<file path="config.mk">
export PLATFORM = sky130hd
export DESIGN_NAME = cotrm_csr
export DESIGN_NICKNAME = d
export VERILOG_FILES = /design/src/cotrm_pkg.sv /design/src/cotrm_csr.sv
export SDC_FILE = /design/constraint.sdc
export NUM_CORES = 1
export LEC_CHECK = 0
export BUFFER_PORTS_ARGS = -buffer_cell sky130_fd_sc_hd__buf_2
export CORE_UTILIZATION = 45
export CTS_CLUSTER_SIZE = 20
export DETAILED_ROUTE_END_ITERATION = 10
export HOLD_SLACK_MARGIN = 0.12
export PLACE_DENSITY = 0.69
export SKIP_LAST_GASP = 1
export SYNTH_ARGS = -nofsm -noshare
export SYNTH_HDL_FRONTEND = slang
export SYNTH_SLANG_ARGS = --single-unit
</file>
<file path="constraint.sdc">
create_clock -name clock -period 1.4 [get_ports clock]
set_clock_uncertainty 0.1 [all_clocks]
set_input_delay 0.07 -clock clock [delete_from_list [all_inputs] [get_ports clock]]
set_output_delay 0.07 -clock clock [all_outputs]
set_load 0.1 [all_outputs]
</file>
<file path="src/cotrm_pkg.sv">
// Shared types, codes and reset values for the clock offset tracker and rate monitor.
// No dependencies; every other file of the block but cotrm_chan_if imports this package.
package cotrm_pkg;

   localparam int WINDOW_DEPTH_DEF = 10;

   localparam int CSR_DATA_W = 56;
   localparam int CSR_IDX_W  = 2;
   typedef logic [CSR_IDX_W-1:0] csr_idx_type;

   localparam csr_idx_type CSR_LOW_RATE   = 2'd0;
   localparam csr_idx_type CSR_HIGH_RATE  = 2'd1;
   localparam csr_idx_type CSR_SKEW_LIMIT = 2'd2;
   localparam csr_idx_type CSR_UNIX_AFTER = 2'd3;

   localparam logic KIND_SYNC = 1'b0;
   localparam logic KIND_POLL = 1'b1;

   typedef logic [1:0] rate_status_type;
   localparam rate_status_type RATE_NORMAL    = 2'd0;
   localparam rate_status_type RATE_TOO_LOW   = 2'd1;
   localparam rate_status_type RATE_TOO_HIGH  = 2'd2;
   localparam rate_status_type RATE_NO_EVENTS = 2'd3;

   localparam logic [19:0] LOW_RATE_RESET   = 20'd9;
   localparam logic [19:0] HIGH_RATE_RESET  = 20'd11000;
   localparam logic [31:0] SKEW_LIMIT_RESET = 32'd2000000;
   localparam logic [55:0] UNIX_AFTER_RESET = 56'd1234567890000000;

   // events are scaled to millihertz against the window in ms
   localparam logic [19:0] EVENT_SCALE = 20'd1000000;

   typedef struct packed {
      logic [19:0] low_rate_limit_mhz;
      logic [19:0] high_rate_limit_mhz;
      logic [31:0] skew_limit_us;
      logic [55:0] unix_valid_after_us;
   } cfg_type;

   typedef struct packed {
      logic        kind;
      logic [47:0] local_time_ms;
      logic [31:0] remote_boot_ms;
      logic [55:0] remote_unix_us;
   } req_type;

   typedef struct packed {
      logic signed [63:0] tracked_offset_us;
      logic signed [63:0] skew_us;
      logic               resynced;
      logic               unix_time_valid;
      rate_status_type    rate_status;
      logic [31:0]        events_in_window;
      logic [47:0]        window_ms;
      logic [31:0]        sync_count;
      logic signed [63:0] last_skew_us;
      logic signed [63:0] skew_sum_us;
      logic [55:0]        last_unix_us;
   } rsp_type;

   // input register contents: offset already formed
   typedef struct packed {
      logic        kind;
      logic [47:0] local_time_ms;
      logic [55:0] remote_unix_us;
      logic [63:0] offset;
   } s1_type;

   typedef struct packed {
      logic    kind;
      rsp_type rsp;
   } s2_type;

   typedef struct packed {
      logic        step;
      logic        poll;
      logic        resync;
      logic [47:0] local_time_ms;
      logic [31:0] count;
   } win_cmd_type;

   typedef struct packed {
      logic [47:0] slot_time;
      logic [31:0] slot_count;
   } slot_type;

endpackage

</file>
<file path="src/cotrm_csr.sv">
// Configuration registers: rate limits, skew limit and unix validity threshold.
// Depends on cotrm_pkg.
module cotrm_csr (
   input  logic                                clock,
   input  logic                                reset,
   input  logic                                csr_we,
   input  cotrm_pkg::csr_idx_type              csr_index,
   input  logic [cotrm_pkg::CSR_DATA_W-1:0]    csr_wdata,
   output cotrm_pkg::cfg_type                  cfg
);
   import cotrm_pkg::*;

   cfg_type cfg_ff, cfg_in;

   always_comb begin
      cfg_in = cfg_ff;
      if (csr_we) begin
         case (csr_index)
            CSR_LOW_RATE:   cfg_in.low_rate_limit_mhz  = csr_wdata[19:0];
            CSR_HIGH_RATE:  cfg_in.high_rate_limit_mhz = csr_wdata[19:0];
            CSR_SKEW_LIMIT: cfg_in.skew_limit_us       = csr_wdata[31:0];
            CSR_UNIX_AFTER: cfg_in.unix_valid_after_us = csr_wdata[55:0];
            default:        cfg_in = cfg_ff;
         endcase
      end
   end

   always_ff @(posedge clock) begin
      if (reset) begin
         cfg_ff <= '{low_rate_limit_mhz:  LOW_RATE_RESET,
                     high_rate_limit_mhz: HIGH_RATE_RESET,
                     skew_limit_us:       SKEW_LIMIT_RESET,
                     unix_valid_after_us: UNIX_AFTER_RESET};
      end else begin
         cfg_ff <= cfg_in;
      end
   end

   assign cfg = cfg_ff;

endmodule

</file>
# == Word-level counts from Yosys, hierarchy flattened ==
# Index checks and enable logic that the tools add are counted.
# word_totals
ff_bits,128
output_inout_bits,128
word_cells,12
# op_classes
n_eq_ne,3
n_reduce_logical,5
# op_table
operator,n
2-bit AND reduction,4
2-bit == test (second input constant),2
2-bit by 1-bit == test with 1-bit output (second input constant),1
2-bit zero test,1

# == Depth between registers and ports, before layout ==
# depth
word_depth,2
depth_mapped,6

# == Worst setup path before layout ==
# Ideal clock, no wire load.
# synth_path
path_kind,reg-to-reg
startpoint,"register, netlist name cfg[91]"
endpoint,register cfg_ff (netlist bit cfg[91])
t_arrival_ns,1.166
required_ns,1.226
path_slack_ns,0.060
path_stages_with_launch,3
n_path_buf,0
synth_period_minus_slack_ns,1.340
path_cell_list,dfxtp_1 > nor2_1 > mux2i_1
# synth_lines
element,line_no,rtl
"end signal, assigned",cotrm_csr.sv:30,"cfg_ff <= '{low_rate_limit_mhz: LOW_RATE_RESET,"
"end signal, assigned",cotrm_csr.sv:35,cfg_ff <= cfg_in;
"end, declared",cotrm_csr.sv:13,"cfg_type cfg_ff, cfg_in;"

# == Final worst setup path ==
# layout_path
startpoint,register cfg_ff (netlist bit cfg[78])
endpoint,output port cfg[78] (netlist name)
# layout_lines
element,line_no,rtl
"end, declared",cotrm_csr.sv:9,output cotrm_pkg::cfg_type cfg
# No word-level cell between the ends.

==> run summary <==
- **overall track demand over capacity in global routing** 22.3%
- **highest net fanout along the worst path** 2
- **max-cap viol count** 0
- **r2r startpoint** cfg[79]$_SDFFE_PP0P_
- **Site Rows** 39
- **Avg Cell Area, Syn** 10.4 um^2
- **final RePlAce weighted congestion** 0.708
- **routed length per placed instance** 14.6 um
- **power per cell area** 1320 mW/mm^2
- **gate count of the mapped netlist** 509
- **maximum clock insertion buffer count** 2
- **count of H-tree levels built during CTS** 4
- **floorplan die height** 110 um
- **leakage power** 3.58 nW
- **aggregate negative setup slack** 0 ps
- **Peak Freq** 732 MHz
- **buffer count from post-CTS setup fixing** 0
- **maximum vdd ir drop** 0.768 mV
- **Clock Tree Root** sky130_fd_sc_hd__clkbuf_16
- **met3 wirelength from detailed routing** 930 um
- **synthesized net count** 570
- **Num Clock Sinks** 128
- **area of the placeable core** 0.0114 mm^2
- **minimum clock period** 1370 ps
- **length in cells of the worst reg-to-reg path** 3
- **longest individual stage delay on the worst path** 440 ps
- **cell with the biggest individual delay on the critical path** sky130_fd_sc_hd__buf_2
- **die boundary width** 110 um
- **count of antenna diodes in the layout** 0
- **element type at the critical path start** register
- **length of routed wiring on met1** 5700 um
- **fraction of the yosys area taken by sequential cells** 48.6%
- **Ys Warns** 0
- **Final ANT Viol Nets** 0
- **global-route wire length before repair** 20,500 um
- **GRT Residual Overflow** 0
- **proportion of netlist area held by the largest area contributor** 48.6%
- **number of synthesized register bits** 128
- **met2 wire length** 6550 um
- **initial detailed-routing violation count** 187
- **largest net degree at the start of global routing** 48
- **end of the worst hold path** cfg[75]$_SDFFE_PP1P_
- **cell depth of the worst min-delay path** 4
- **Synth cell types** 14
- **Yosys top cell by area** sky130_fd_sc_hd__dfxtp_1
- **fraction of layout instances using a drive strength above 1** 30.2%
- **crit-path leading delay family** buffers and inverters
- **category of the critical setup timing path** reg2out
- **antenna violations before repair** 0
- **Critical path buffers and inverters** 1
- **series of cell instances along the critical path** buf_2
- **sum of internal, switching and leakage power** 10.2 mW
- **first-pass detailed-route iteration total** 4
- **final hold viol count** 0
- **remaining design rule violation count** 0
- **transition time of the tightest slew-check pin** 511 ps
- **HPWL after detailed placement** 8450 um
- **run status** completed
- **share of the cycle needed by the critical path after routing** 97.5%
- **number of flip-flops under the largest register name** 128
- **TritonCTS Buffers** 17
- **number of vias in the routed layout** 4,371
- **detail-routed via count per cell** 4.75
- **IO Count** 189
- **area of the mapped netlist** 0.00527 mm^2
- **top routing layer in use** met4
- **Area contributors post-synth** sky130_fd_sc_hd__dfxtp_1 49%, sky130_fd_sc_hd__mux2i_1 24%, sky130_fd_sc_hd__nand2b_1 16%
- **required arrival time at the worst endpoint** 1230 ps
- **CTS tree** built
- **setup repair after global routing missed its margin** false
- **setup violators final** 0
- **initial standard-cell utilization of the core** 46.2%
- **final-report max-slew violation count** 0
- **via count of the first global-routing pass** 4,301
- **Clock transition at path regs** 60 ps
- **fin nets** 825
- **start point of the worst hold path** reset
- **Slew Limit Headroom** 65.9%
- **kind of capture point of the worst setup path** output pin
- **growth of design area from synthesis to finish** 45.8%
- **total detailed-routing wirelength** 13,400 um
- **utilization after layout** 67.3%
- **data arrival time of the worst path** 1200 ps
- **PortBufs** 188
- **die footprint** 0.0121 mm^2
- **Crit Reg-Reg Endpoint** cfg[79]$_SDFFE_PP0P_
- **worst min path class** in2reg
- **later-pin clock latency in the skew report** 400 ps
- **reg-to-reg slack, setup** 130 ps
## synth_stat cells
library cell               count
sky130_fd_sc_hd__nor2_1       68
sky130_fd_sc_hd__buf_6         8
sky130_fd_sc_hd__and3b_1       2
sky130_fd_sc_hd__nor3b_2       1
sky130_fd_sc_hd__nand2b_1    138
sky130_fd_sc_hd__nand3_1       1
sky130_fd_sc_hd__buf_4         6
sky130_fd_sc_hd__or3b_1        1
sky130_fd_sc_hd__and3_1        1
sky130_fd_sc_hd__nand3b_1      2
sky130_fd_sc_hd__mux2i_1     128
sky130_fd_sc_hd__clkbuf_1     14
sky130_fd_sc_hd__dfxtp_1     128
sky130_fd_sc_hd__buf_2        11
## final cells by class
class	instances	area, um^2
multi-input cells	342	2470
fillers	898	3730
clock buffers	19	443
well taps	143	179
flip-flops and latches	128	2560
repair buffers	275	1860
clock inverters	13	164
## logic make-up after synthesis
logic type	after synthesis	share of synthesized area, %
buffers and inverters	39	4.61
flip-flops	128	48.6
multiplexers	128	24.3
AND/OR/NAND/NOR	214	22.5
## worst max-delay path by stage
stage | from | endpoint | slack (ps) | cells after the start
2_1_floorplan | cfg[91]$_SDFFE_PP1P_ | cfg[91]$_SDFFE_PP1P_ | 60 | 2
3_3_place_gp | csr_index[1] | cfg[123]$_SDFFE_PP0P_ | 160 | 3
3_5_place_dp | csr_index[1] | cfg[119]$_SDFFE_PP0P_ | 110 | 3
4_1_cts | cfg[101]$_SDFFE_PP1P_ | cfg[101] | 20 | 1
5_1_grt | cfg[112]$_SDFFE_PP0P_ | cfg[112] | 2 | 1
6_report | cfg[78]$_SDFFE_PP0P_ | cfg[78] | 30 | 1
## layout by cell type (no fill, tap or decap)
cell / n
sky130_fd_sc_hd__clkbuf_4: 8
sky130_fd_sc_hd__clkinvlp_4: 5
sky130_fd_sc_hd__clkbuf_8: 1
sky130_fd_sc_hd__clkinv_4: 3
sky130_fd_sc_hd__mux2i_1: 128
sky130_fd_sc_hd__dlygate4sd3_1: 74
sky130_fd_sc_hd__nor2_1: 68
sky130_fd_sc_hd__buf_4: 9
sky130_fd_sc_hd__clkinv_2: 2
sky130_fd_sc_hd__clkbuf_16: 17
sky130_fd_sc_hd__buf_12: 5
sky130_fd_sc_hd__and3b_1: 2
sky130_fd_sc_hd__dfxtp_1: 128
sky130_fd_sc_hd__or3b_1: 1
sky130_fd_sc_hd__nand3_2: 1
sky130_fd_sc_hd__and3_2: 1
sky130_fd_sc_hd__bufinv_16: 3
sky130_fd_sc_hd__clkbuf_1: 1
sky130_fd_sc_hd__buf_2: 179
sky130_fd_sc_hd__nand2b_1: 138
sky130_fd_sc_hd__nand3b_1: 2
sky130_fd_sc_hd__nor3b_2: 1
## metrics by stage
step / cells / hold WS, ps / worst slack (ps) / area [um^2]
2_1_floorplan: 509 / 125 / 60.1 / 5270
3_3_place_gp: 814 / 226 / 163 / 6320
3_5_place_dp: 814 / 241 / 110 / 6320
4_1_cts: 921 / 124 / 17.5 / 7670
5_1_grt: 920 / 138 / 1.54 / 7680
6_report: 920 / 104 / 34.7 / 7680
## per-layer routing
layer	GRT usage, %	vias up
li1	-	2170
met4	8.55	0
met1	25.5	2046
met3	7.70	23
met2	38.3	132
met5	0	-
## power by group
group	leakage, nW	switching (mW)	total (mW)	internal, mW
Clock	0.281	1.63	4.48	2.85
Combinational	2.25	1.32	1.84	0.516
Sequential	1.04	0.0655	3.84	3.78
## timing repair
action                                 in CTS  in global routing
hold buffers                               75                  0
endpoints found under the hold margin     128                  0
setup endpoints to repair                   0                  9
resized for setup                           0                  8
Note: power is estimated with default switching activity, not from simulation.
