**src/cotrm_pkg.sv**
```systemverilog
// Shared types, codes and reset values for the clock offset tracker and rate monitor.
// No dependencies; every other file of the block but cotrm_chan_if imports this package.
package cotrm_pkg;

   localparam int WINDOW_DEPTH_DEF = 10;

   localparam int CSR_DATA_W = 56;
   localparam int CSR_IDX_W  = 2;
   typedef logic [CSR_IDX_W-1:0] csr_idx_type;

   localparam csr_idx_type CSR_LOW_RATE   = 2'd0;
   localparam csr_idx_type CSR_HIGH_RATE  = 2'd1;
   localparam csr_idx_type CSR_SKEW_LIMIT = 2'd2;
   localparam csr_idx_type CSR_UNIX_AFTER = 2'd3;

   localparam logic KIND_SYNC = 1'b0;
   localparam logic KIND_POLL = 1'b1;

   typedef logic [1:0] rate_status_type;
   localparam rate_status_type RATE_NORMAL    = 2'd0;
   localparam rate_status_type RATE_TOO_LOW   = 2'd1;
   localparam rate_status_type RATE_TOO_HIGH  = 2'd2;
   localparam rate_status_type RATE_NO_EVENTS = 2'd3;

   localparam logic [19:0] LOW_RATE_RESET   = 20'd9;
   localparam logic [19:0] HIGH_RATE_RESET  = 20'd11000;
   localparam logic [31:0] SKEW_LIMIT_RESET = 32'd2000000;
   localparam logic [55:0] UNIX_AFTER_RESET = 56'd1234567890000000;

   // events are scaled to millihertz against the window in ms
   localparam logic [19:0] EVENT_SCALE = 20'd1000000;

   typedef struct packed {
      logic [19:0] low_rate_limit_mhz;
      logic [19:0] high_rate_limit_mhz;
      logic [31:0] skew_limit_us;
      logic [55:0] unix_valid_after_us;
   } cfg_type;

   typedef struct packed {
      logic        kind;
      logic [47:0] local_time_ms;
      logic [31:0] remote_boot_ms;
      logic [55:0] remote_unix_us;
   } req_type;

   typedef struct packed {
      logic signed [63:0] tracked_offset_us;
      logic signed [63:0] skew_us;
      logic               resynced;
      logic               unix_time_valid;
      rate_status_type    rate_status;
      logic [31:0]        events_in_window;
      logic [47:0]        window_ms;
      logic [31:0]        sync_count;
      logic signed [63:0] last_skew_us;
      logic signed [63:0] skew_sum_us;
      logic [55:0]        last_unix_us;
   } rsp_type;

   // input register contents: offset already formed
   typedef struct packed {
      logic        kind;
      logic [47:0] local_time_ms;
      logic [55:0] remote_unix_us;
      logic [63:0] offset;
   } s1_type;

   typedef struct packed {
      logic    kind;
      rsp_type rsp;
   } s2_type;

   typedef struct packed {
      logic        step;
      logic        poll;
      logic        resync;
      logic [47:0] local_time_ms;
      logic [31:0] count;
   } win_cmd_type;

   typedef struct packed {
      logic [47:0] slot_time;
      logic [31:0] slot_count;
   } slot_type;

endpackage

```
**src/cotrm_window.sv**
```systemverilog
// Sliding window ring of (time, count) slots held in a memory with registered read.
// Per-slot valid bits stand in for the resync fill. Depends on cotrm_pkg.
module cotrm_window #(
   parameter int WINDOW_DEPTH = cotrm_pkg::WINDOW_DEPTH_DEF
) (
   input  logic                   clock,
   input  logic                   reset,
   input  cotrm_pkg::win_cmd_type cmd,
   output cotrm_pkg::slot_type    slot
);
   import cotrm_pkg::*;

   localparam int IDX_W = (WINDOW_DEPTH > 1) ? $clog2(WINDOW_DEPTH) : 1;
   localparam logic [IDX_W-1:0] LAST_IDX = IDX_W'(WINDOW_DEPTH - 1);

   slot_type                mem [WINDOW_DEPTH];
   slot_type                rd_ff;
   slot_type                wr_data;
   logic                    wr_en;
   logic [IDX_W-1:0]        idx_ff, idx_in;
   logic [WINDOW_DEPTH-1:0] valid_ff, valid_in;
   logic [47:0]             base_ff, base_in;

   always_comb begin
      idx_in   = idx_ff;
      valid_in = valid_ff;
      base_in  = base_ff;
      wr_en    = cmd.step && cmd.poll;
      wr_data  = slot_type'{slot_time: cmd.local_time_ms, slot_count: cmd.count};
      if (cmd.step && cmd.resync) begin
         // every slot now reads as (local time, zero)
         idx_in   = '0;
         valid_in = '0;
         base_in  = cmd.local_time_ms;
      end else if (wr_en) begin
         valid_in[idx_ff] = 1'b1;
         idx_in = (idx_ff == LAST_IDX) ? '0 : idx_ff + IDX_W'(1);
      end
   end

   always_ff @(posedge clock) begin
      if (reset) begin
         idx_ff   <= '0;
         valid_ff <= '0;
         base_ff  <= '0;
      end else begin
         idx_ff   <= idx_in;
         valid_ff <= valid_in;
         base_ff  <= base_in;
      end
   end

   // prefetch the slot the next word will see; forward a write to the same slot
   always_ff @(posedge clock) begin
      if (wr_en) begin
         mem[idx_ff] <= wr_data;
      end
      if (wr_en && (idx_ff == idx_in)) begin
         rd_ff <= wr_data;
      end else begin
         rd_ff <= mem[idx_in];
      end
   end

   assign slot = valid_ff[idx_ff] ? rd_ff :
                 slot_type'{slot_time: base_ff, slot_count: 32'd0};

endmodule

```
**config.mk**
```make
export PLATFORM = sky130hd
export DESIGN_NAME = cotrm_window
export DESIGN_NICKNAME = d
export VERILOG_FILES = /design/src/cotrm_pkg.sv /design/src/cotrm_window.sv
export SDC_FILE = /design/constraint.sdc
export NUM_CORES = 1
export LEC_CHECK = 0
export BUFFER_PORTS_ARGS = -buffer_cell sky130_fd_sc_hd__buf_2
export CORE_MARGIN = 2
export CORE_UTILIZATION = 55
export DETAILED_ROUTE_END_ITERATION = 12
export PLACE_DENSITY = 0.74
export SLEW_MARGIN = 15
export SYNTH_ARGS = -nofsm -noshare
export SYNTH_HDL_FRONTEND = slang
export SYNTH_SLANG_ARGS = --single-unit
```
**constraint.sdc**
```tcl
create_clock -name clock -period 10.22 [get_ports clock]
set_clock_uncertainty 0.15 [all_clocks]
set_input_delay 2.044 -clock clock [delete_from_list [all_inputs] [get_ports clock]]
set_output_delay 2.044 -clock clock [all_outputs]
set_load 0.005 [all_outputs]
```
# Word-level counts from Yosys, hierarchy flattened
# Memory sizes are Yosys's and may differ from the RTL's. A register that Yosys moved wholly into a read port is not among the register bits.
# Cells that the tools add are included.
# Widths: inputs -> output; s select.
# totals
word_cells,23
register_bits,62
output_inout_bits,80
romBits,0
input_bits,85
ram_bits,800
mem_count,1
latch_bits,0
# op_classes
addsub,1
reduce_logical,4
shifts,0
mux,10
order_cmp,2
div,0
mul,0
bitwise,1
eq_ne,1
# mem_list
memory,words,word_bits,read_ports,rd_clocked_by_memory_dff,write_ports,line,rtl
mem,10,80,1,1,1,cotrm_window.sv:16,slot_type mem [WINDOW_DEPTH];
# ops
op,n
$mux 80,1
$mux 4,3
$or 10x10->10,1
$lt 4x5->1 const B,1
$add 4x1->4 const B,1
$bmux 1 s4,1
$demux 1 s4,1
$eq 4x4->1 const B,1
$ge 4x1->1 const B,1
$mux 1,4
$logic_and 1x1->1,3
$reduce_or 2->1,1

# Logic depth before layout (Yosys ltp)
# logic_depth
ltp_word,5
ltp_mapped,8

# Worst setup path after synthesis
# No wires, ideal clock.
# synth_timing
path_type,input-to-reg
start,in cmd[82] (netlist bit)
end,"mem mem[1][0] (netlist bit), enable pin"
arrival_time_ps,9875
path_stages,2
path_slack_ps,-524
n_path_buf,0
setup_time_ps,719
required_ps,9351
path_cell_list,nand3_1 -> nor4_1
# synth_via
elab_chain_len,3
# synth_lines
element,line,rtl
from (decl),cotrm_window.sv:8,"input cotrm_pkg::win_cmd_type cmd,"
$logic_and 1x1->1,cotrm_window.sv:28,wr_en = cmd.step && cmd.poll;
$mux 1,cotrm_window.sv:55,if (wr_en) begin
$mux 1 (not written as such),cotrm_window.sv:56,mem[idx_ff] <= wr_data;
to (decl),cotrm_window.sv:16,
# No other way between the ends.

==> results.txt <==
The worst voltage drop across the vdd grid is 0.000147 V. The synthesized design spends more area on one cell type than any other, namely sky130_fd_sc_hd__edfxtp_1. At the pin with the least slew margin, the transition time is 1.17 ns. After synthesis the cells add up to between 30,000 and 40,000 µm². The maximum number of pins on one net before global-route repair came out at between 100 and 150. Fill cells in the final layout number 4,204. The most frequent cell on the critical path is sky130_fd_sc_hd__buf_4. The maximum cell stage delay along the critical path is 0.92 ns. STA classifies the critical path endpoint as an output pin. Setup repair after global routing left no endpoint under its margin. The number of gates resized after cts is 0. For this run, the number of Yosys warnings is 0.

The die boundary height came out at 250 µm. The arrival time of the worst setup path is 3.76 ns. The number of pins exceeding their max-slew limit in the final report came to 0. The TritonCTS clock tree is done. The number of I/O pins is 165. The post-CTS setup-driven buffer insertion count is 0. TritonCTS created 84 clock buffers. The worst max-slew margin expressed relative to the limit is 0.223.

The critical path crosses 7 cells after its start point. In the routed design, unresolved DRC markers number 0. At the end of the flow the core is filled with cells to 0.628. The class of the tightest hold or removal check is register to register.

The commonest non-fill, non-tap cell in the layout is sky130_fd_sc_hd__edfxtp_1. The slowest stage of the critical path belongs to the cell sky130_fd_sc_hd__dfxtp_4. The static leakage power is 12.1 nW. STA puts the critical path data required time at between 8 and 9 ns. Ranked by total cell area, the synthesized netlist is headed by sky130_fd_sc_hd__edfxtp_1 72%, sky130_fd_sc_hd__mux4_2 7.6%, sky130_fd_sc_hd__mux2_2 4.8%, sky130_fd_sc_hd__dfxtp_1 4.0%, sky130_fd_sc_hd__mux2i_1 2.5%.

The net count after synthesis is 1,840. The routed wirelength normalized by instance count is 25.3 µm. The global-route congestion overflow total is 0. The accumulated negative setup slack is 0 ns. The first TritonRoute pass finished after 5 iterations. Relative to the synthesized area, the layout overhead comes to 13.3%. The number of failing setup endpoints in the final timing report is 0. In this run the worst path has a maximum fanout of 58. The quantity of hold-fixing buffers added after cts is 0. The run finished with clean final reports. The worst setup path is of the register to output pin kind. For the worst flop-to-flop path, the logic depth is 3. The area of the core came out at 60,100 µm².

The count of buffer and inverter cells on the critical path is 3. The number of buffers added on ports came out at 164. The starting density of the core is 0.554. The first global-routing pass estimated around 110,000 µm of wire.

For the worst-skew pair, the clock arrives at the later sink with an insertion delay of 0.61 ns. For this block, the initial DRC count from the detailed router was 1,441. The share of the synthesized area in the top cell type came out at 0.721.

After detailed routing, the total wire length is 70,400 µm. The number of library cell types mapped by synthesis came out at 31. The share of final-layout standard cells stronger than drive strength 1 came out at 0.296. The longest clock path from root to sink contains 3 buffers. The mean number of vias per cell is 6.09. The die is 250 µm wide. The instance count along the most critical hold path came out at 2. The critical path goes through buf_4, nor3b_2, buf_4, a22oi_1, o211ai_1, mux2_2, buf_2.

The sink count of the clock tree came out at 866. The average instance in the mapped netlist occupies 19.0 µm². The floorplan step defined a die boundary enclosing 62,600 µm².

In the synthesized netlist, the number of instances is around 1,800. The total routing resource utilization after global routing came out at 0.228. The tree is rooted in a sky130_fd_sc_hd__clkbuf_16. After clock tree synthesis, the clock-pin slew on the worst setup and hold paths is 0.06 ns. Counting flops and latches in the post-synthesis netlist gives 866. The power per unit of standard cell area came out at 191 nW/µm².

CTS built an H-tree with a depth of 3. The max-capacitance violation count is 0. In the layout the commonest cells are 800 x sky130_fd_sc_hd__edfxtp_1, 164 x sky130_fd_sc_hd__buf_2, 145 x sky130_fd_sc_hd__nand2_1, 141 x sky130_fd_sc_hd__mux2_2, 113 x sky130_fd_sc_hd__mux4_2. After legalization and detailed placement, the total HPWL measured around 35,000 µm.

The total number of nets in the final design is 2,014. The via count of the first global-routing pass is 17,372. Of the synthesized area, sequential elements account for 0.760. At the end of routability-driven placement, the weighted congestion stood at 0.729. The via count came out at between 15,000 and 20,000. The count of antenna-violating nets left after detailed routing came out at 0. The achievable frequency came out at roughly 170 MHz.

The number of antenna violations at the first check in global routing is 10. The count of standard-cell rows is 90. The time the final worst path needs with I/O delays and setup is 5.95 ns. The number of endpoints with negative hold slack in the final report was 0.

The worst setup path is launched from a register. The gate family responsible for the most delay along the worst path is buffers and inverters. The final worst-path cycle share came out at 0.582.
-- synth_stat cells (all sizes together) --
master	n
xor2	1
o21a	11
a211oi	64
nand3b	2
nor2b	34
nor4	1
nand4b	1
nand4	1
nand2	146
o211ai	48
a2111oi	1
o21ai	3
edfxtp	800
and2	1
dfxtp	66
mux4	113
or2	1
nor3b	3
mux2	144
buf	35
a22oi	48
nor3	10
nor2	10
mux2i	83
nand3	1
clkbuf	75
nand2b	2
a21oi	50
-- sequential cells by signal, summed over array words and instances, names as in the netlist, named ones only --
name / flops
mem: 800
base_ff: 48
valid_ff: 10
idx_ff: 4
-- metrics by stage --
step | total power, mW | worst slack [ns] | hold WS [ns] | cells | instance area [µm²]
2_1_floorplan | 4.16 | 1.56 | 0.283 | 1755 | 33300
3_3_place_gp | 4.28 | 4.84 | 0.287 | 2625 | 35000
3_5_place_dp | 4.29 | 4.89 | 0.294 | 2625 | 35000
4_1_cts | 7.28 | 4.16 | 0.303 | 2779 | 37700
5_1_grt | 7.43 | 4.02 | 0.323 | 2780 | 37700
6_report | 7.21 | 4.27 | 0.302 | 2782 | 37800
-- power breakdown --
| part | internal (mW) | total [mW] | leakage (nW) | switching (mW) |
|---|---|---|---|---|
| Clock | 1.76 | 3.01 | 1.33 | 1.24 |
| Sequential | 3.90 | 3.91 | 7.76 | 0.0168 |
| Combinational | 0.129 | 0.294 | 3.04 | 0.165 |
| Total | 5.79 | 7.21 | 12.1 | 1.43 |
-- logic make-up (layout without fill, tap and decap cells) --
kind of cell / Yosys count / count (layout) / synth area share
compound gates: 225 / 225 / 0.0473
xor+xnor: 1 / 1 / 0.000263
buf+inv: 110 / 352 / 0.0141
flops: 866 / 866 / 0.760
mux: 340 / 340 / 0.150
other cells: 0 / 3 / 0
simple gates: 213 / 213 / 0.0281
-- layer usage --
metal / track usage / up-vias / wire length (µm)
met5: 0 / - / 69
met4: 0.0655 / 14 / 1310
met3: 0.0446 / 113 / 5060
met2: 0.368 / 583 / 34400
met1: 0.319 / 8807 / 29600
li1: - / 7418 / -
-- worst paths after layout --
path / startpoint / end / slack (ns)
worst max-delay path: register / slot[60] / 4.27
worst max register to register: idx_ff[1] / mem[7][22] / 6.74
worst min-delay path: base_ff[15] / base_ff[15] / 0.30
worst min register to register: base_ff[15] / base_ff[15] / 0.30
-- worst min-delay path: cells and delay by family, from the launching register on --
family | cells | cell delay, ns
AOI/OAI and AO/OA | 1 | 0.05
DFF | 1 | 0.31
and+or+nand+nor | 1 | 0.05
-- area by class of cell --
type,count,area [µm²],share of cell area
diodes,3,7.51,0.000199
clock buffers,123,2450,0.0650
clock inverters,31,244,0.00646
multi-input cells,779,7610,0.201
flip-flops and latches,866,25400,0.672
well taps,782,978,0.0259
repair buffers,198,1100,0.0292
Note: power is estimated with default switching activity, not from simulation.
