==> src/cotrm_pkg.sv <==
// Shared types, codes and reset values for the clock offset tracker and rate monitor.
// No dependencies; every other file of the block but cotrm_chan_if imports this package.
package cotrm_pkg;

   localparam int WINDOW_DEPTH_DEF = 10;

   localparam int CSR_DATA_W = 56;
   localparam int CSR_IDX_W  = 2;
   typedef logic [CSR_IDX_W-1:0] csr_idx_type;

   localparam csr_idx_type CSR_LOW_RATE   = 2'd0;
   localparam csr_idx_type CSR_HIGH_RATE  = 2'd1;
   localparam csr_idx_type CSR_SKEW_LIMIT = 2'd2;
   localparam csr_idx_type CSR_UNIX_AFTER = 2'd3;

   localparam logic KIND_SYNC = 1'b0;
   localparam logic KIND_POLL = 1'b1;

   typedef logic [1:0] rate_status_type;
   localparam rate_status_type RATE_NORMAL    = 2'd0;
   localparam rate_status_type RATE_TOO_LOW   = 2'd1;
   localparam rate_status_type RATE_TOO_HIGH  = 2'd2;
   localparam rate_status_type RATE_NO_EVENTS = 2'd3;

   localparam logic [19:0] LOW_RATE_RESET   = 20'd9;
   localparam logic [19:0] HIGH_RATE_RESET  = 20'd11000;
   localparam logic [31:0] SKEW_LIMIT_RESET = 32'd2000000;
   localparam logic [55:0] UNIX_AFTER_RESET = 56'd1234567890000000;

   // events are scaled to millihertz against the window in ms
   localparam logic [19:0] EVENT_SCALE = 20'd1000000;

   typedef struct packed {
      logic [19:0] low_rate_limit_mhz;
      logic [19:0] high_rate_limit_mhz;
      logic [31:0] skew_limit_us;
      logic [55:0] unix_valid_after_us;
   } cfg_type;

   typedef struct packed {
      logic        kind;
      logic [47:0] local_time_ms;
      logic [31:0] remote_boot_ms;
      logic [55:0] remote_unix_us;
   } req_type;

   typedef struct packed {
      logic signed [63:0] tracked_offset_us;
      logic signed [63:0] skew_us;
      logic               resynced;
      logic               unix_time_valid;
      rate_status_type    rate_status;
      logic [31:0]        events_in_window;
      logic [47:0]        window_ms;
      logic [31:0]        sync_count;
      logic signed [63:0] last_skew_us;
      logic signed [63:0] skew_sum_us;
      logic [55:0]        last_unix_us;
   } rsp_type;

   // input register contents: offset already formed
   typedef struct packed {
      logic        kind;
      logic [47:0] local_time_ms;
      logic [55:0] remote_unix_us;
      logic [63:0] offset;
   } s1_type;

   typedef struct packed {
      logic    kind;
      rsp_type rsp;
   } s2_type;

   typedef struct packed {
      logic        step;
      logic        poll;
      logic        resync;
      logic [47:0] local_time_ms;
      logic [31:0] count;
   } win_cmd_type;

   typedef struct packed {
      logic [47:0] slot_time;
      logic [31:0] slot_count;
   } slot_type;

endpackage

==> src/cotrm_track.sv <==
// Offset tracking stage: skew, resync decision, offset averaging and statistics.
// Drives the window ring and reads its current slot. Depends on cotrm_pkg.
module cotrm_track (
   input  logic                   clock,
   input  logic                   reset,
   input  cotrm_pkg::cfg_type     cfg,
   input  cotrm_pkg::s1_type      s1,
   input  logic                   s1_valid,
   output logic                   s1_ready,
   input  cotrm_pkg::slot_type    slot,
   output cotrm_pkg::win_cmd_type win_cmd,
   output cotrm_pkg::s2_type      s2,
   output logic                   s2_valid,
   input  logic                   s2_ready
);
   import cotrm_pkg::*;

   logic [63:0] offset_ff, offset_in;
   logic [31:0] count_ff, count_in;
   logic [63:0] last_skew_ff, last_skew_in;
   logic [63:0] skew_total_ff, skew_total_in;
   logic [55:0] last_unix_ff, last_unix_in;
   logic        valid_ff, valid_in;
   s2_type      s2_ff, s2_in;

   logic        step;
   logic        is_sync;
   logic        over;
   logic [63:0] skew;
   logic [63:0] mag;
   logic [64:0] avg_sum;
   logic [31:0] events;
   logic [47:0] window;
   logic [55:0] unix_cmp;

   assign s1_ready = !valid_ff || s2_ready;
   assign step     = s1_valid && s1_ready;

   always_comb begin
      is_sync = (s1.kind == KIND_SYNC);
      skew    = s1.offset - offset_ff;
      mag     = skew[63] ? (64'd0 - skew) : skew;
      over    = mag > {32'd0, cfg.skew_limit_us};
      avg_sum = {offset_ff[63], offset_ff} + {s1.offset[63], s1.offset};
      events  = count_ff - slot.slot_count;
      window  = s1.local_time_ms - slot.slot_time;

      offset_in     = offset_ff;
      count_in      = count_ff;
      last_skew_in  = last_skew_ff;
      skew_total_in = skew_total_ff;
      last_unix_in  = last_unix_ff;
      if (is_sync) begin
         last_unix_in = s1.remote_unix_us;
         if (over) begin
            offset_in     = s1.offset;
            count_in      = '0;
            skew_total_in = '0;
         end else begin
            // floor of the mean: drop the low bit of the 65-bit sum
            offset_in     = avg_sum[64:1];
            count_in      = count_ff + 32'd1;
            last_skew_in  = skew;
            skew_total_in = skew_total_ff + skew;
         end
      end

      unix_cmp = is_sync ? s1.remote_unix_us : last_unix_ff;

      s2_in.kind                  = s1.kind;
      s2_in.rsp.tracked_offset_us = offset_in;
      s2_in.rsp.skew_us           = is_sync ? skew : 64'd0;
      s2_in.rsp.resynced          = is_sync && over;
      s2_in.rsp.unix_time_valid   = unix_cmp > cfg.unix_valid_after_us;
      s2_in.rsp.rate_status       = RATE_NORMAL;
      s2_in.rsp.events_in_window  = is_sync ? 32'd0 : events;
      s2_in.rsp.window_ms         = is_sync ? 48'd0 : window;
      s2_in.rsp.sync_count        = count_in;
      s2_in.rsp.last_skew_us      = last_skew_in;
      s2_in.rsp.skew_sum_us       = skew_total_in;
      s2_in.rsp.last_unix_us      = last_unix_in;

      win_cmd.step          = step;
      win_cmd.poll          = !is_sync;
      win_cmd.resync        = is_sync && over;
      win_cmd.local_time_ms = s1.local_time_ms;
      win_cmd.count         = count_ff;

      valid_in = step ? 1'b1 : (s2_ready ? 1'b0 : valid_ff);
   end

   always_ff @(posedge clock) begin
      if (reset) begin
         offset_ff     <= '0;
         count_ff      <= '0;
         last_skew_ff  <= '0;
         skew_total_ff <= '0;
         last_unix_ff  <= '0;
         valid_ff      <= 1'b0;
      end else begin
         valid_ff <= valid_in;
         if (step) begin
            offset_ff     <= offset_in;
            count_ff      <= count_in;
            last_skew_ff  <= last_skew_in;
            skew_total_ff <= skew_total_in;
            last_unix_ff  <= last_unix_in;
         end
      end
   end

   always_ff @(posedge clock) begin
      if (step) begin
         s2_ff <= s2_in;
      end
   end

   assign s2       = s2_ff;
   assign s2_valid = valid_ff;

endmodule

==> config.mk <==
export PLATFORM = sky130hd
export DESIGN_NAME = cotrm_track
export DESIGN_NICKNAME = d
export VERILOG_FILES = /design/src/cotrm_pkg.sv /design/src/cotrm_track.sv
export SDC_FILE = /design/constraint.sdc
export NUM_CORES = 2
export LEC_CHECK = 0
export BUFFER_PORTS_ARGS = -buffer_cell sky130_fd_sc_hd__buf_4
export CAP_MARGIN = 10
export CORE_AREA = 4 4 351 353
export CTS_CLUSTER_SIZE = 20
export DETAILED_ROUTE_END_ITERATION = 12
export DIE_AREA = 0 0 355 357
export PLACE_DENSITY = 0.68
export REMOVE_ABC_BUFFERS = 1
export SETUP_SLACK_MARGIN = 0.15
export SLEW_MARGIN = 25
export SYNTH_ARGS = -nofsm -noshare
export SYNTH_HDL_FRONTEND = slang
export SYNTH_SLANG_ARGS = --single-unit
==> constraint.sdc <==
create_clock -name clock -period 18.6 [get_ports clock]
set_input_delay 2.79 -clock clock [delete_from_list [all_inputs] [get_ports clock]]
set_output_delay 2.79 -clock clock [all_outputs]
set_load 0.1 [all_outputs]
Word-level counts from Yosys, hierarchy flattened
Cells that the tools add are included.

Register bits: 708. Output and inout bits: 514. Word-level logic and storage cells: 44. Bits of input ports: 381.

Bitwise gates (word level): 1. Magnitude comparators: 2. Add/subtract/negate cells: 7. Reduce and logical (&&, ||, !) cells: 5. Mux-type cells: 12.

Operator list (count): two-way mux 64 bit (7); adder 64 x 64 -> 65 bit (1); adder 64 bit (1); > comparator 64 x 32 -> 1 bit (1); two-way mux 32 bit (2); subtractor 1 x 64 -> 64 bit, first input constant (1); subtractor 64 bit (1); > comparator 56 bit (1); two-way mux 56 bit (1); subtractor 48 bit (1); adder 32 x 1 -> 32 bit, second input constant (1); subtractor 32 bit (1); logical AND 1 bit (2); two-way mux 1 bit (2); nonzero test 2 bit (1); zero test 1 bit (1); logical OR 1 bit (1); inverter 1 bit (1).

Depth between registers and ports, before layout
Depth after elaboration: 6. Gate-level depth with buffers: 37.

Worst setup path before layout
No wires, ideal clock.

Path kind: input to output. Start point: in s2_ready. End point: out win_cmd[82] in the netlist's numbering. Buffers on the path: 4. Data arrival time: 17.684 ns. Cell stages on the path: 7. Data required time: 15.810 ns. Setup slack: -1.874 ns. Cells stage by stage: nand2b_1 nand2_1 clkbuf_1 clkinv_1 clkbuf_1 clkbuf_1 buf_4.

Longest elaborated chain between the ends: 2.

RTL lines: start, declared (line cotrm_track.sv:14) `input logic s2_ready`; logical OR 1 bit (line cotrm_track.sv:36) `assign s1_ready = !valid_ff || s2_ready;`; logical AND 1 bit (line cotrm_track.sv:37) `assign step = s1_valid && s1_ready;`; end, declared (line cotrm_track.sv:11) `output cotrm_pkg::win_cmd_type win_cmd,`.

No other way between the ends.

==> flow_summary.toml <==
[detailed_routing]
finalWirelength_um = 197000
drt-pass1-iter-count = 6
routed-via-count = 46879
drc_errors = 0
drtAntennaViolNets = 0
drt_iter0_drc = 4392
viasPerCell = 5.97
wl_per_cell_um = 25.1

[min_path]
hold_depth = 2
hold_class = "flip-flop to flip-flop"

[clocking]
post_cts_buffers = 0
cts_resized = 0
clk_latency_ns = 0.69
hold_buffers = 0
cts_buffer_depth = 3
cts_tree = "yes"
clk_pin_slew_ns = 0.06
htreeDepth = 3
clockRootBuffer = "clkbuf_16"
cts_buffers = 83
cts_sinks = 708

[setup_path]
endpoint_kind = "output pin"
crit_required_ns = 15.81
reg2regPathDepth = 31
startpoint_type = "primary input"
cpMostUsedCell = "o21a_1"
path_max_fanout = 17
critical_path_class = "primary input to output pin"
worst_path_largest_cell_delay_ns = 0.66
critPathArrivalTime_ns = 11.45
crit_slowest_cell = "nor4_1"

[timing]
finalHoldViolations = 0
rsz0062_at_grt = "no"
tightestPinTransition_ns = 1.18
setup_slack_ns = 4.36
clock_skew_ns = 0.0304
relSlewSlack_pct = 20.0
setup_tns_ns = 0
fin_crit_sh_pct = 76.5
max_freq_mhz = 70.2
fin_crit_ns = 14.24
drv_slew = 0
finalSetupViolations = 0

[cells_and_area]
fin_util_pct = 49.5
area_delta_synth_final_pct = 21.3
final_nets = 6896
drive_gt1_share_pct = 19.6

[synth]
synth_mux_area_share_pct = 2.21
synth_edf_count = 427
synth_top_family_by_area = "compound AO/OA/AOI/OAI gates"
ys.flop_type = "edfxtp_1"
syn_inst = 5525
avgSynthCellArea_um2 = 8.85
yosys.area_share.xor_xnor_pct = 5.05
yosys.area_share.simple_pct = 17.3
async_flop_share_pct = 0
ys_types = 108
synthAdderAreaFrac_pct = 9.38
ys_seq_area_share_pct = 37.7
netlist_area_mm2 = 0.0489
synth-compound-area-share_pct = 21.9
yosysWarnings = 0
synth_top_cell_area_share_pct = 26.2
ys_ff_latch = 708
synth_area_leaders = "edfxtp_1 26%, dfxtp_1 11%, ha_1 9.1%"
synth_area_leader_cell = "edfxtp_1"

[grt]
track_usage_pct = 29.5
grt_pass1_wl_um = 286000
overflow = 0
grt_pass1_vias = 44024
grt_max_degree = 158
antenna_found_initial = 21

[die]
core_mm2 = 0.120
start_util_pct = 40.8
die_w_um = 355
io_pins = 895
row_count = 127
dieArea_mm2 = 0.127
die_h_um = 357

[flow_run]
maxCapViolations = 0

[power_and_ir_drop]
leakagePower_uw = 0.0249
vdd_drop_max_uv = 80.0
power_density_mw_per_mm2 = 89.3

[placed_design]
pre_cts_ws_ns = 4.56
globalplace.congestion = 0.981
port_buffers = 852
dpl.hpwl_um = 149000

[status]
status = "complete, no violations"
-- power by group --
part           total [µW]  internal [µW]  switching [µW]
logic                1730            462            1270
registers            1790           1760            36.8
clock network        1780           1050             732
-- flip-flops by register name, indices dropped and copies added, names as in the netlist --
| signal | count |
|---|---|
| skew_total_ff | 64 |
| last_skew_ff | 64 |
| s2_valid | 1 |
| offset_ff | 64 |
| last_unix_ff | 56 |
| s2 | 427 |
| count_ff | 32 |
-- metal layers --
metal  part of all wire (%)  wire [µm]  track usage, %
met4                    5.5      10900            15.0
met5                  0.029         58               0
met2                     47      91900            48.7
met3                    8.3      16400            6.26
met1                     40      77900            36.6
-- synth_stat cells, types with 28 or more instances --
cell type and count:
a211oi_1 57, a21o_1 170, a21oi_1 398, a31oi_1 52, and2_1 38, and3_1 57, buf_2 44, buf_4 56
clkbuf_1 256, dfxtp_1 281, edfxtp_1 427, ha_1 357, inv_1 372, mux2_1 30, mux2_2 59, nand2_1 493
nand2b_1 48, nand3_1 200, nand4_1 65, nor2_1 425, nor2b_1 41, nor3_1 131, nor4_1 68, o2111ai_1 61
o211ai_1 52, o21a_1 41, o21ai_0 243, o21bai_1 48, o221ai_1 36, o311ai_0 59, o311ai_1 28, o31ai_1 96
or3_1 33, or4_1 53, xnor2_1 191, xor2_1 88
-- cell families (layout without fill, tap and decap cells) --
logic type                 count (synthesis)  count (layout)
DFF                                      708             708
AOI/OAI and AO/OA                       1573            1573
buffers and inverters                    758            1455
xor gates and xnor gates                 280             280
adders and majority gates                364             364
other                                      1              17
and+or+nand+nor                         1744            1744
muxes                                     97              97
-- layout by cell type, fill, tap and decap left out, types with 67 or more instances in the layout --
| cell | count |
|---|---|
| buf_4 | 910 |
| nor3_1 | 131 |
| dfxtp_1 | 281 |
| nand3_1 | 199 |
| o31ai_1 | 95 |
| edfxtp_1 | 427 |
| a21oi_1 | 396 |
| xor2_1 | 88 |
| xnor2_1 | 190 |
| a21o_1 | 170 |
| nand2_1 | 489 |
| nor4_1 | 67 |
| ha_1 | 357 |
| nor2_1 | 422 |
| inv_1 | 371 |
| clkbuf_16 | 83 |
| o21ai_0 | 243 |
-- path summary, 6_finish.rpt --
check | from | end | slack (ns)
worst min register to register | last_unix_ff[24]$_SDFFE_PP0P_ | last_unix_ff[24]$_SDFFE_PP0P_ | 0.45
worst max register to register | offset_ff[27]$_SDFFE_PP0P_ | s2[378]$_DFFE_PP_ | 7.59
worst max-delay path | s1[27] | win_cmd[80] | 4.36
worst min-delay path | last_unix_ff[24]$_SDFFE_PP0P_ | last_unix_ff[24]$_SDFFE_PP0P_ | 0.45
-- critical path: cells and delay by family --
kind	cells	cell delay, ns
AOI/OAI and AO/OA	15	3.85
and+or+nand+nor	9	3.16
buffers and inverters	4	0.94
adders and majority gates	2	0.66
-- final cells by class --
class | instances | area, µm²
Inverter | 382 | 1450
Clock buffer | 104 | 2230
Multi-Input combinational cell | 4060 | 27500
Tap cell | 1612 | 2020
Fill cell | 11372 | 60500
Sequential cell | 708 | 18400
Antenna cell | 15 | 37.5
Clock inverter | 51 | 742
Timing Repair Buffer | 918 | 6960
-- through the flow --
stage	cell area, µm²	cells	hold WS (ns)	total power, µW
after global routing	59300	7848	0.471	5500
after CTS	59300	7835	0.452	5310
after floorplan	47200	5150	0.427	2990
after global placement	56300	7680	0.433	3520
final	59300	7850	0.452	5300
after detailed placement	56300	7680	0.440	3530
(Power assumes the default switching activity.)
