### src/cotrm_pkg.sv
// Shared types, codes and reset values for the clock offset tracker and rate monitor.
// No dependencies; every other file of the block but cotrm_chan_if imports this package.
package cotrm_pkg;

   localparam int WINDOW_DEPTH_DEF = 10;

   localparam int CSR_DATA_W = 56;
   localparam int CSR_IDX_W  = 2;
   typedef logic [CSR_IDX_W-1:0] csr_idx_type;

   localparam csr_idx_type CSR_LOW_RATE   = 2'd0;
   localparam csr_idx_type CSR_HIGH_RATE  = 2'd1;
   localparam csr_idx_type CSR_SKEW_LIMIT = 2'd2;
   localparam csr_idx_type CSR_UNIX_AFTER = 2'd3;

   localparam logic KIND_SYNC = 1'b0;
   localparam logic KIND_POLL = 1'b1;

   typedef logic [1:0] rate_status_type;
   localparam rate_status_type RATE_NORMAL    = 2'd0;
   localparam rate_status_type RATE_TOO_LOW   = 2'd1;
   localparam rate_status_type RATE_TOO_HIGH  = 2'd2;
   localparam rate_status_type RATE_NO_EVENTS = 2'd3;

   localparam logic [19:0] LOW_RATE_RESET   = 20'd9;
   localparam logic [19:0] HIGH_RATE_RESET  = 20'd11000;
   localparam logic [31:0] SKEW_LIMIT_RESET = 32'd2000000;
   localparam logic [55:0] UNIX_AFTER_RESET = 56'd1234567890000000;

   // events are scaled to millihertz against the window in ms
   localparam logic [19:0] EVENT_SCALE = 20'd1000000;

   typedef struct packed {
      logic [19:0] low_rate_limit_mhz;
      logic [19:0] high_rate_limit_mhz;
      logic [31:0] skew_limit_us;
      logic [55:0] unix_valid_after_us;
   } cfg_type;

   typedef struct packed {
      logic        kind;
      logic [47:0] local_time_ms;
      logic [31:0] remote_boot_ms;
      logic [55:0] remote_unix_us;
   } req_type;

   typedef struct packed {
      logic signed [63:0] tracked_offset_us;
      logic signed [63:0] skew_us;
      logic               resynced;
      logic               unix_time_valid;
      rate_status_type    rate_status;
      logic [31:0]        events_in_window;
      logic [47:0]        window_ms;
      logic [31:0]        sync_count;
      logic signed [63:0] last_skew_us;
      logic signed [63:0] skew_sum_us;
      logic [55:0]        last_unix_us;
   } rsp_type;

   // input register contents: offset already formed
   typedef struct packed {
      logic        kind;
      logic [47:0] local_time_ms;
      logic [55:0] remote_unix_us;
      logic [63:0] offset;
   } s1_type;

   typedef struct packed {
      logic    kind;
      rsp_type rsp;
   } s2_type;

   typedef struct packed {
      logic        step;
      logic        poll;
      logic        resync;
      logic [47:0] local_time_ms;
      logic [31:0] count;
   } win_cmd_type;

   typedef struct packed {
      logic [47:0] slot_time;
      logic [31:0] slot_count;
   } slot_type;

endpackage

### src/cotrm_chan_if.sv
// Valid/ready channel carrying one payload word of a chosen type.
// Used for both the request and the response side; no dependencies.
interface cotrm_chan_if #(parameter type payload_type = logic);
   logic        valid;
   logic        ready;
   payload_type data;

   modport source (output valid, output data, input ready);
   modport sink (input valid, input data, output ready);
endinterface

### src/cotrm_rate.sv
// Rate check: registered products of events and window against the limits,
// then the compare into the output register. Depends on cotrm_pkg and cotrm_chan_if.
module cotrm_rate (
   input  logic               clock,
   input  logic               reset,
   input  cotrm_pkg::cfg_type cfg,
   input  cotrm_pkg::s2_type  s2,
   input  logic               s2_valid,
   output logic               s2_ready,
   cotrm_chan_if.source       rsp_ch
);
   import cotrm_pkg::*;

   logic        v3_ff, v3_in;
   logic        v4_ff, v4_in;
   logic        ready4;
   logic        load3, load4;

   s2_type      s3_ff;
   logic        none_ff;
   logic [51:0] ev_prod_ff, ev_prod;
   logic [67:0] lo_prod_ff, lo_prod;
   logic [67:0] hi_prod_ff, hi_prod;
   rsp_type     rsp_ff, rsp_in;
   logic [67:0] ev_wide;

   assign ready4   = !v4_ff || rsp_ch.ready;
   assign s2_ready = !v3_ff || ready4;
   assign load3    = s2_valid && s2_ready;
   assign load4    = v3_ff && ready4;

   always_comb begin
      ev_prod = 52'(s2.rsp.events_in_window) * 52'(EVENT_SCALE);
      lo_prod = 68'(cfg.low_rate_limit_mhz) * 68'(s2.rsp.window_ms);
      hi_prod = 68'(cfg.high_rate_limit_mhz) * 68'(s2.rsp.window_ms);
      v3_in   = load3 ? 1'b1 : (ready4 ? 1'b0 : v3_ff);
      v4_in   = load4 ? 1'b1 : (rsp_ch.ready ? 1'b0 : v4_ff);
   end

   always_comb begin
      ev_wide = 68'(ev_prod_ff);
      rsp_in  = s3_ff.rsp;
      if (s3_ff.kind != KIND_POLL) begin
         rsp_in.rate_status = RATE_NORMAL;
      end else if (none_ff) begin
         rsp_in.rate_status = RATE_NO_EVENTS;
      end else if (ev_wide < lo_prod_ff) begin
         rsp_in.rate_status = RATE_TOO_LOW;
      end else if (ev_wide > hi_prod_ff) begin
         rsp_in.rate_status = RATE_TOO_HIGH;
      end else begin
         rsp_in.rate_status = RATE_NORMAL;
      end
   end

   always_ff @(posedge clock) begin
      if (reset) begin
         v3_ff <= 1'b0;
         v4_ff <= 1'b0;
      end else begin
         v3_ff <= v3_in;
         v4_ff <= v4_in;
      end
   end

   always_ff @(posedge clock) begin
      if (load3) begin
         s3_ff      <= s2;
         none_ff    <= (s2.rsp.events_in_window == 32'd0);
         ev_prod_ff <= ev_prod;
         lo_prod_ff <= lo_prod;
         hi_prod_ff <= hi_prod;
      end
      if (load4) begin
         rsp_ff <= rsp_in;
      end
   end

   assign rsp_ch.valid = v4_ff;
   assign rsp_ch.data  = rsp_ff;

endmodule

### src/flat_wrapper.sv
// flat-port wrapper written by rule: the top's interface ports become plain ports
module cotrm_rate_flat import cotrm_pkg::*;
  (clock, reset, cfg, s2, s2_valid, s2_ready, rsp_ch_valid, rsp_ch_data, rsp_ch_ready);
  cotrm_chan_if rsp_ch_i ();
  input  logic clock;
  input  logic reset;
  input  cotrm_pkg::cfg_type cfg;
  input  cotrm_pkg::s2_type s2;
  input  logic s2_valid;
  output logic s2_ready;
  output wire logic [$bits(rsp_ch_i.valid)-1:0] rsp_ch_valid;
  output wire logic [$bits(rsp_ch_i.data)-1:0] rsp_ch_data;
  input wire logic [$bits(rsp_ch_i.ready)-1:0] rsp_ch_ready;
  assign rsp_ch_valid = rsp_ch_i.valid;
  assign rsp_ch_data = rsp_ch_i.data;
  assign rsp_ch_i.ready = rsp_ch_ready;
  cotrm_rate u_core (.clock(clock), .reset(reset), .cfg(cfg), .s2(s2), .s2_valid(s2_valid), .s2_ready(s2_ready), .rsp_ch(rsp_ch_i));
endmodule
### config.mk
export PLATFORM = sky130hd
export DESIGN_NAME = cotrm_rate_flat
export DESIGN_NICKNAME = d
export VERILOG_FILES = /design/src/cotrm_pkg.sv /design/src/cotrm_chan_if.sv /design/src/cotrm_rate.sv /design/src/flat_wrapper.sv
export SDC_FILE = /design/constraint.sdc
export NUM_CORES = 1
export LEC_CHECK = 0
export BUFFER_PORTS_ARGS = -buffer_cell sky130_fd_sc_hd__buf_4
export CAP_MARGIN = 10
export CORE_AREA = 2 2 222 224
export DETAILED_ROUTE_END_ITERATION = 12
export DIE_AREA = 0 0 224 226
export RECOVER_POWER = 25
export SLEW_MARGIN = 30
export SYNTH_ARGS = -nofsm -noshare
export SYNTH_HDL_FRONTEND = slang
export SYNTH_SLANG_ARGS = --single-unit
### constraint.sdc
create_clock -name clock -period 1.74 [get_ports clock]
set_input_delay 0.174 -clock clock [delete_from_list [all_inputs] [get_ports clock]]
set_output_delay 0.174 -clock clock [all_outputs]
set_load 0.005 [all_outputs]
# Yosys cells after proc, flatten, opt, wreduce, memory -nomap -nowiden
# Index checks and enable logic that the tools add are counted.
# Widths: inputs -> output; s select.
[op_classes]
reduce_logical = 8
div = 0
magnitude_cmp = 0
addsub = 0
bitwise = 0
multipliers = 0
eq_ne = 0
shift = 0
n_mux = 4
[op_table]
columns = ["cell", "count"]
rows = [
  ["$mux 1", 4],
  ["$reduce_bool 2->1", 2],
  ["$logic_and 1x1->1", 2],
  ["$logic_not 1->1", 2],
  ["$logic_or 1x1->1", 2],
]
[totals]
register_bits = 4
inputBits = 561
ramBits = 0
mem_count = 0
out_inout_bits = 3
latch_bits = 0
word_cells = 16
mem_bits_ro = 0

# Depth between registers and ports, before layout
# Gate-level depths: netlist of the first run.
[depth]
word_depth = 5
mapped_depth = 2
mapped_depth_nobuf = 2

# Worst setup path after synthesis of the first run
# Ideal clock, no wire load.
[synth_path]
path_kind = "reg2reg"
from = "reg u_core.v4_ff, in the netlist u_core.rsp_ch.valid"
to = "reg u_core.rsp_ff, in the netlist u_core.rsp_ch.data, enable pin"
setup_time_ns = 0.242
path_buffers = 0
t_arrival_ns = 0.644
setup_slack_ns = 0.854
t_required_ns = 1.498
stages_incl_launch_ff = 3
synth_period_minus_slack_ns = 0.886
cell_sequence = "dfxtp_1 -> nand2b_1 -> and2_2"
[synth_between]
elab_chain_cells = 3
[synth_rtl]
columns = ["element", "line_no", "rtl"]
rows = [
  ["from (decl)", "cotrm_rate.sv:15", "logic v4_ff, v4_in;"],
  ["from (signal assigned)", "cotrm_rate.sv:62", "v4_ff <= v4_in;"],
  ["$logic_not 1->1", "cotrm_rate.sv:27", "assign ready4 = !v4_ff || rsp_ch.ready;"],
  ["$logic_or 1x1->1", "cotrm_rate.sv:27", ""],
  ["$logic_and 1x1->1", "cotrm_rate.sv:30", "assign load4 = v3_ff && ready4;"],
  ["net u_core.load4", "cotrm_rate.sv:17", "logic load3, load4;"],
  ["to (signal assigned)", "cotrm_rate.sv:75", "rsp_ff <= rsp_in;"],
  ["to (decl)", "cotrm_rate.sv:24", "rsp_type rsp_ff, rsp_in;"],
]
# The timed path passes the listed nets, and every way through them passes these cells.
# A chain may end at the register's enable or synchronous reset.

# Worst setup path in the final report of the first run
[layout_path]
from = "reg u_core.v4_ff, in the netlist u_core.rsp_ch.valid"
to = "out s2_ready"
[layout_between]
elab_chain_cells = 3
[layout_rtl]
columns = ["element", "line_no", "rtl"]
rows = [
  ["$logic_not 1->1", "cotrm_rate.sv:27", ""],
  ["$logic_or 1x1->1", "cotrm_rate.sv:27", ""],
  ["$logic_or 1x1->1", "cotrm_rate.sv:28", "assign s2_ready = !v3_ff || ready4;"],
  ["to (decl)", "flat_wrapper.sv:10", "output logic s2_ready;"],
]
# Every way passes these cells.

==> impl_metrics.json, run 1 <==
{
  "required_ns": 1.57,
  "io_buffers": 7,
  "syn_nets": 573,
  "area_growth_pct": 555,
  "critical_path.max_fanout": 3,
  "r2r_setup_slack_ns": 0.85,
  "slowest_delay_ns": 0.38,
  "remaining_drc_errors": 0,
  "via_count": 138,
  "cts-root-buf": "clkbuf_16",
  "status": "finished clean",
  "ff2ff_path_depth": 2,
  "core_area_sq_um": 48300,
  "drt_iter0_drc": 16,
  "worstPathCellList": "nand3b_4 > buf_4",
  "viasPerCell": 0.214,
  "r2r-start": "u_core.rsp_ch.valid",
  "synthDistinctLibCells": 9,
  "nets": 585,
  "r2r_end": "u_core.rsp_ch.data",
  "dp_slack_ns": 0.839,
  "hp-class": "input pin to register",
  "dieArea_sq_um": 50600,
  "startpoint": "u_core.rsp_ch.valid",
  "async_flop_share": 0,
  "place_congestion": 0.558,
  "drt-total-wl_um": 1080,
  "holdWs_ns": 0.118,
  "maxCapViolCount": 0,
  "critPathCaptureType": "output port",
  "slew_headroom": 0.896,
  "htree_levels": 1,
  "synth_edf_count": 2,
  "yosys_warnings": 0,
  "postSynthAreaPerCell_sq_um": 13.7,
  "drt_first_pass_iters": 4,
  "syn_inst": 12,
  "grt_pass1_wl_um": 1310,
  "netlist_top_cells_count": "dfxtp_1 (2), edfxtp_1 (2), inv_1 (2)",
  "critPathSlowestCell": "dfxtp_1",
  "synth_flop_cell": "edfxtp_1",
  "setup_tns_ns": 0,
  "hold_buffers": 0,
  "finalNonFillerCells": 645,
  "dp.cells": 641,
  "yosysSeqAreaShare": 0.611,
  "rsz0062_at_grt": "false",
  "fin_worst_skew_ns": 0.00295,
  "startpoint_type": "register",
  "power.density_nw_per_um2": 463,
  "ant_nets": 0,
  "yosysTopAreaCellShare": 0.366,
  "crit_end": "s2_ready",
  "antenna_cells": 0,
  "synthTopCellsByArea": "edfxtp_1 (37%), dfxtp_1 (24%), nand3b_4 (12%)",
  "cts_buffers": 3,
  "synth.cell_area_sq_um": 164,
  "clk_latency_ns": 0.22,
  "fp.dieH_um": 226,
  "synth_seq_cells": 4,
  "crit_type": "register to output port",
  "placementRows": 81,
  "synth_top_cell_by_area": "edfxtp_1",
  "post-route-period-util": 0.602,
  "grt.overflow.total": 0,
  "final.min_clock_period_ns": 1.05,
  "cp.arrival_ns": 0.87,
  "cts_tree": "yes",
  "wl_per_cell_um": 1.67,
  "cts_resized": 0,
  "grt_use_total": 0.00524,
  "fin_ws_ns": 0.693,
  "grt_antenna_before_repair": 4,
  "ios": 564,
  "clkTransAtPathRegs_ns": 0.03,
  "cts.sinks": 4,
  "fmax_ghz": 0.955,
  "grt_max_degree": 4,
  "final_util": 0.0222,
  "setup_viol": 0,
  "hold_viol_final": 0,
  "power_leakage_nw": 0.153,
  "drive_gt1_frac": 0.609,
  "grt_pass1_vias": 129,
  "post_cts_buffers": 0,
  "clk_path_buf_depth": 2,
  "vdd_drop_max_mv": 0.204,
  "start_util": 0.00339,
  "drv_slew": 0,
  "tightest_slew_ns": 0.155,
  "die_w_um": 224
}
-- per-layer routing --
layer,track usage,part of all wire,vias up
li1,-,-,60
met1,0.00353,0.30,50
met2,0.00140,0.10,10
met3,0.0157,0.53,10
met4,0.00194,0.028,8
met5,0,0.042,-
-- state kept, by name (all words and copies together), names as in the netlist --
register	cells
u_core.rsp_in	1
u_core.rsp_ch.valid	1
u_core.v3_ff	1
u_core.rsp_ch.data	1
-- kinds of logic after synthesis --
logic type      Yosys count  share of synthesized area
buf+inv                   2                     0.0458
flops                     4                      0.611
simple gates              4                      0.260
compound gates            2                     0.0839
-- placed cells by master, fill, tap and decap left out --
cell	instances
a21oi_1	1
nand3b_4	1
a21oi_2	1
and2_2	1
buf_4	6
nand2b_1	1
clkbuf_4	1
edfxtp_1	2
clkbuf_16	3
clkbuf_1	1
inv_1	2
and2_4	1
dfxtp_1	2
-- how the worst min path moves through the flow --
stage | cells past startpoint | slack, ns | end | start
6_report | 2 | 0.12 | u_core.v3_ff | reset
5_1_grt | 2 | 0.12 | u_core.v3_ff | reset
4_1_cts | 2 | 0.12 | u_core.v3_ff | reset
3_5_place_dp | 2 | 0.35 | u_core.v3_ff | reset
3_3_place_gp | 2 | 0.34 | u_core.v3_ff | reset
2_1_floorplan | 1 | 0.24 | u_core.v3_ff | reset
-- power by group --
part / internal (mW) / switching, mW / total (mW)
registers: 0.105 / 0.00352 / 0.109
clock network: 0.302 / 0.0625 / 0.365
logic: 0.0145 / 0.00915 / 0.0237
total: 0.422 / 0.0752 / 0.497
-- worst max-delay path: cells and delay by family (launching register included) --
| family | cells | cell delay, ns |
|---|---|---|
| buffers and inverters | 1 | 0.17 |
| flip-flops | 1 | 0.38 |
| AND/OR/NAND/NOR | 1 | 0.11 |
-- layout make-up --
cell class | instances | area, sq um
well taps | 622 | 778
repair buffers | 7 | 52.6
inverters | 2 | 7.51
clock buffers | 4 | 78.8
fillers | 5713 | 47300
multi-input cells | 6 | 56.3
flip-flops and latches | 4 | 100
-- through the flow --
stage	cell area, sq um	power (mW)
after CTS	1070	0.507
after global routing	1070	0.518
final	1070	0.497
after detailed placement	995	0.135
after global placement	995	0.134
after floorplan	164	0.118
Power figures use the tool's default switching activity.
==> run 2: changes to the inputs <==
==> constraint.sdc (replaced) <==
create_clock -name clock -period 0.9 [get_ports clock]
set_input_delay 0.09 -clock clock [delete_from_list [all_inputs] [get_ports clock]]
set_output_delay 0.09 -clock clock [all_outputs]
set_load 0.005 [all_outputs]
==> impl_metrics.json, run 2 (same netlist as run 1, synthesis figures left out) <==
{
  "clk_latency_ns": 0.22,
  "power.density_nw_per_um2": 878,
  "critPathSlowestCell": "dfxtp_4",
  "final.min_clock_period_ns": 0.892,
  "mostFrequentLayoutCells": "buf_4 (7), clkbuf_16 (3), inv_1 (2), edfxtp_1 (2), dfxtp_4 (2)",
  "crit_type": "register to output port",
  "nFillCells": 5712,
  "core_area_sq_um": 48300,
  "remaining_drc_errors": 0,
  "hold_buffers": 0,
  "io_buffers": 7,
  "drive_gt1_frac": 0.720,
  "wl_per_cell_um": 1.71,
  "grt_pass1_vias": 133,
  "holdWs_ns": 0.0238,
  "required_ns": 0.81,
  "antenna_cells": 0,
  "post-route-cell-area_sq_um": 1100,
  "worstPathCellList": "nand3b_4 > buf_6",
  "via_count": 144,
  "htree_levels": 1,
  "drt-total-wl_um": 1100,
  "clkTransAtPathRegs_ns": 0.03,
  "ant_nets": 0,
  "grt.overflow.total": 0,
  "drt_iter0_drc": 11,
  "grt_antenna_before_repair": 4,
  "status": "finished clean",
  "fmax_ghz": 1.12,
  "post_dp_cell_area_sq_um": 995,
  "slew_headroom": 0.934,
  "critical_path.max_fanout": 3,
  "hp-class": "input pin to register",
  "setup_viol": 0,
  "start_util": 0.00339,
  "clk_path_buf_depth": 2,
  "grt_max_degree": 4,
  "viasPerCell": 0.223,
  "drv_slew": 0,
  "drt_first_pass_iters": 4,
  "cp.arrival_ns": 0.80,
  "post-route-period-util": 0.991,
  "power_leakage_nw": 0.165,
  "startpoint_type": "register",
  "placementRows": 81,
  "rsz0062_at_grt": "true",
  "grt_use_total": 0.00529,
  "vdd_drop_max_mv": 0.395,
  "hold_viol_final": 0,
  "fin_worst_skew_ns": 0.00255,
  "maxCapViolCount": 0,
  "cts_buffers": 3,
  "area_growth_pct": 571,
  "slowest_delay_ns": 0.35,
  "place_congestion": 0.558,
  "cts.sinks": 4,
  "final_common_cell": "buf_4",
  "cts-root-buf": "clkbuf_16",
  "ios": 564,
  "die_w_um": 224,
  "critPathCaptureType": "output port",
  "cts_tree": "yes",
  "dieArea_sq_um": 50600,
  "fp.dieH_um": 226,
  "nets": 587,
  "grt_pass1_wl_um": 1340,
  "p_total_uw": 966,
  "tightest_slew_ns": 0.0987
}
## run 2: cell types whose count changed in the layout (fill, tap and decap cells not counted), sizes merged
cell  previous run  this run
buf              6         8
## run 2: timing repair
item / 4_1_cts / 5_1_grt
hold endpoints to repair: 0 / 0
resized for setup: 3 / 2
setup endpoints to repair: 2 / 1
pin swaps: 1 / 1
setup buffers: 1 / 1
## run 2: report_power, final
group | switching (mW) | leakage, nW | total, mW | internal, mW
Sequential | 0.00674 | 0.0370 | 0.208 | 0.201
Clock | 0.122 | 0.0382 | 0.707 | 0.585
Combinational | 0.0189 | 0.0901 | 0.0510 | 0.0321
Total | 0.148 | 0.165 | 0.966 | 0.818
## run 2: critical path, delay by kind of cell (launching register included)
family                 cells  cell delay (ns)
buffers and inverters      1             0.14
and+or+nand+nor            1             0.09
DFF                        1             0.35
## run 2: metal layers
metal	vias to the layer above	share of wire	global-route usage
met2	10	0.11	0.00150
met1	52	0.31	0.00361
met4	8	0.027	0.00194
met3	10	0.51	0.0157
met5	-	0.041	0
li1	64	-	-
## run 2: path summary, 6_finish.rpt
| check | startpoint | to | cells past startpoint | slack [ns] |
|---|---|---|---|---|
| setup / recovery | u_core.rsp_ch.valid | s2_ready | 2 | 0.008 |
| hold / removal | reset | u_core.v3_ff | 2 | 0.02 |
| setup reg to reg | u_core.v3_ff | u_core.rsp_ch.data | 2 | 0.04 |
| hold reg to reg | u_core.rsp_in[0] | u_core.rsp_ch.data | 0 | 0.42 |
## run 2: layout make-up
| class | count | area [sq um] | area share |
|---|---|---|---|
| Tap cell | 622 | 778 | 0.708 |
| Inverter | 2 | 7.51 | 0.00683 |
| Sequential cell | 4 | 108 | 0.0978 |
| Multi-Input combinational cell | 6 | 56.3 | 0.0512 |
| Timing Repair Buffer | 9 | 71.3 | 0.0648 |
| Clock buffer | 4 | 78.8 | 0.0717 |
## run 2: per-stage QoR
stage          worst slack, ns  cells    util  TNS [ns]
3_5_place_dp          -0.00110    641  0.0206  -0.00110
2_1_floorplan           0.0139     12       -         0
6_report               0.00800    647  0.0228         0
4_1_cts                0.00506    646  0.0225         0
3_3_place_gp           0.00637    641  0.0206         0
5_1_grt                -0.0191    647  0.0228   -0.0191
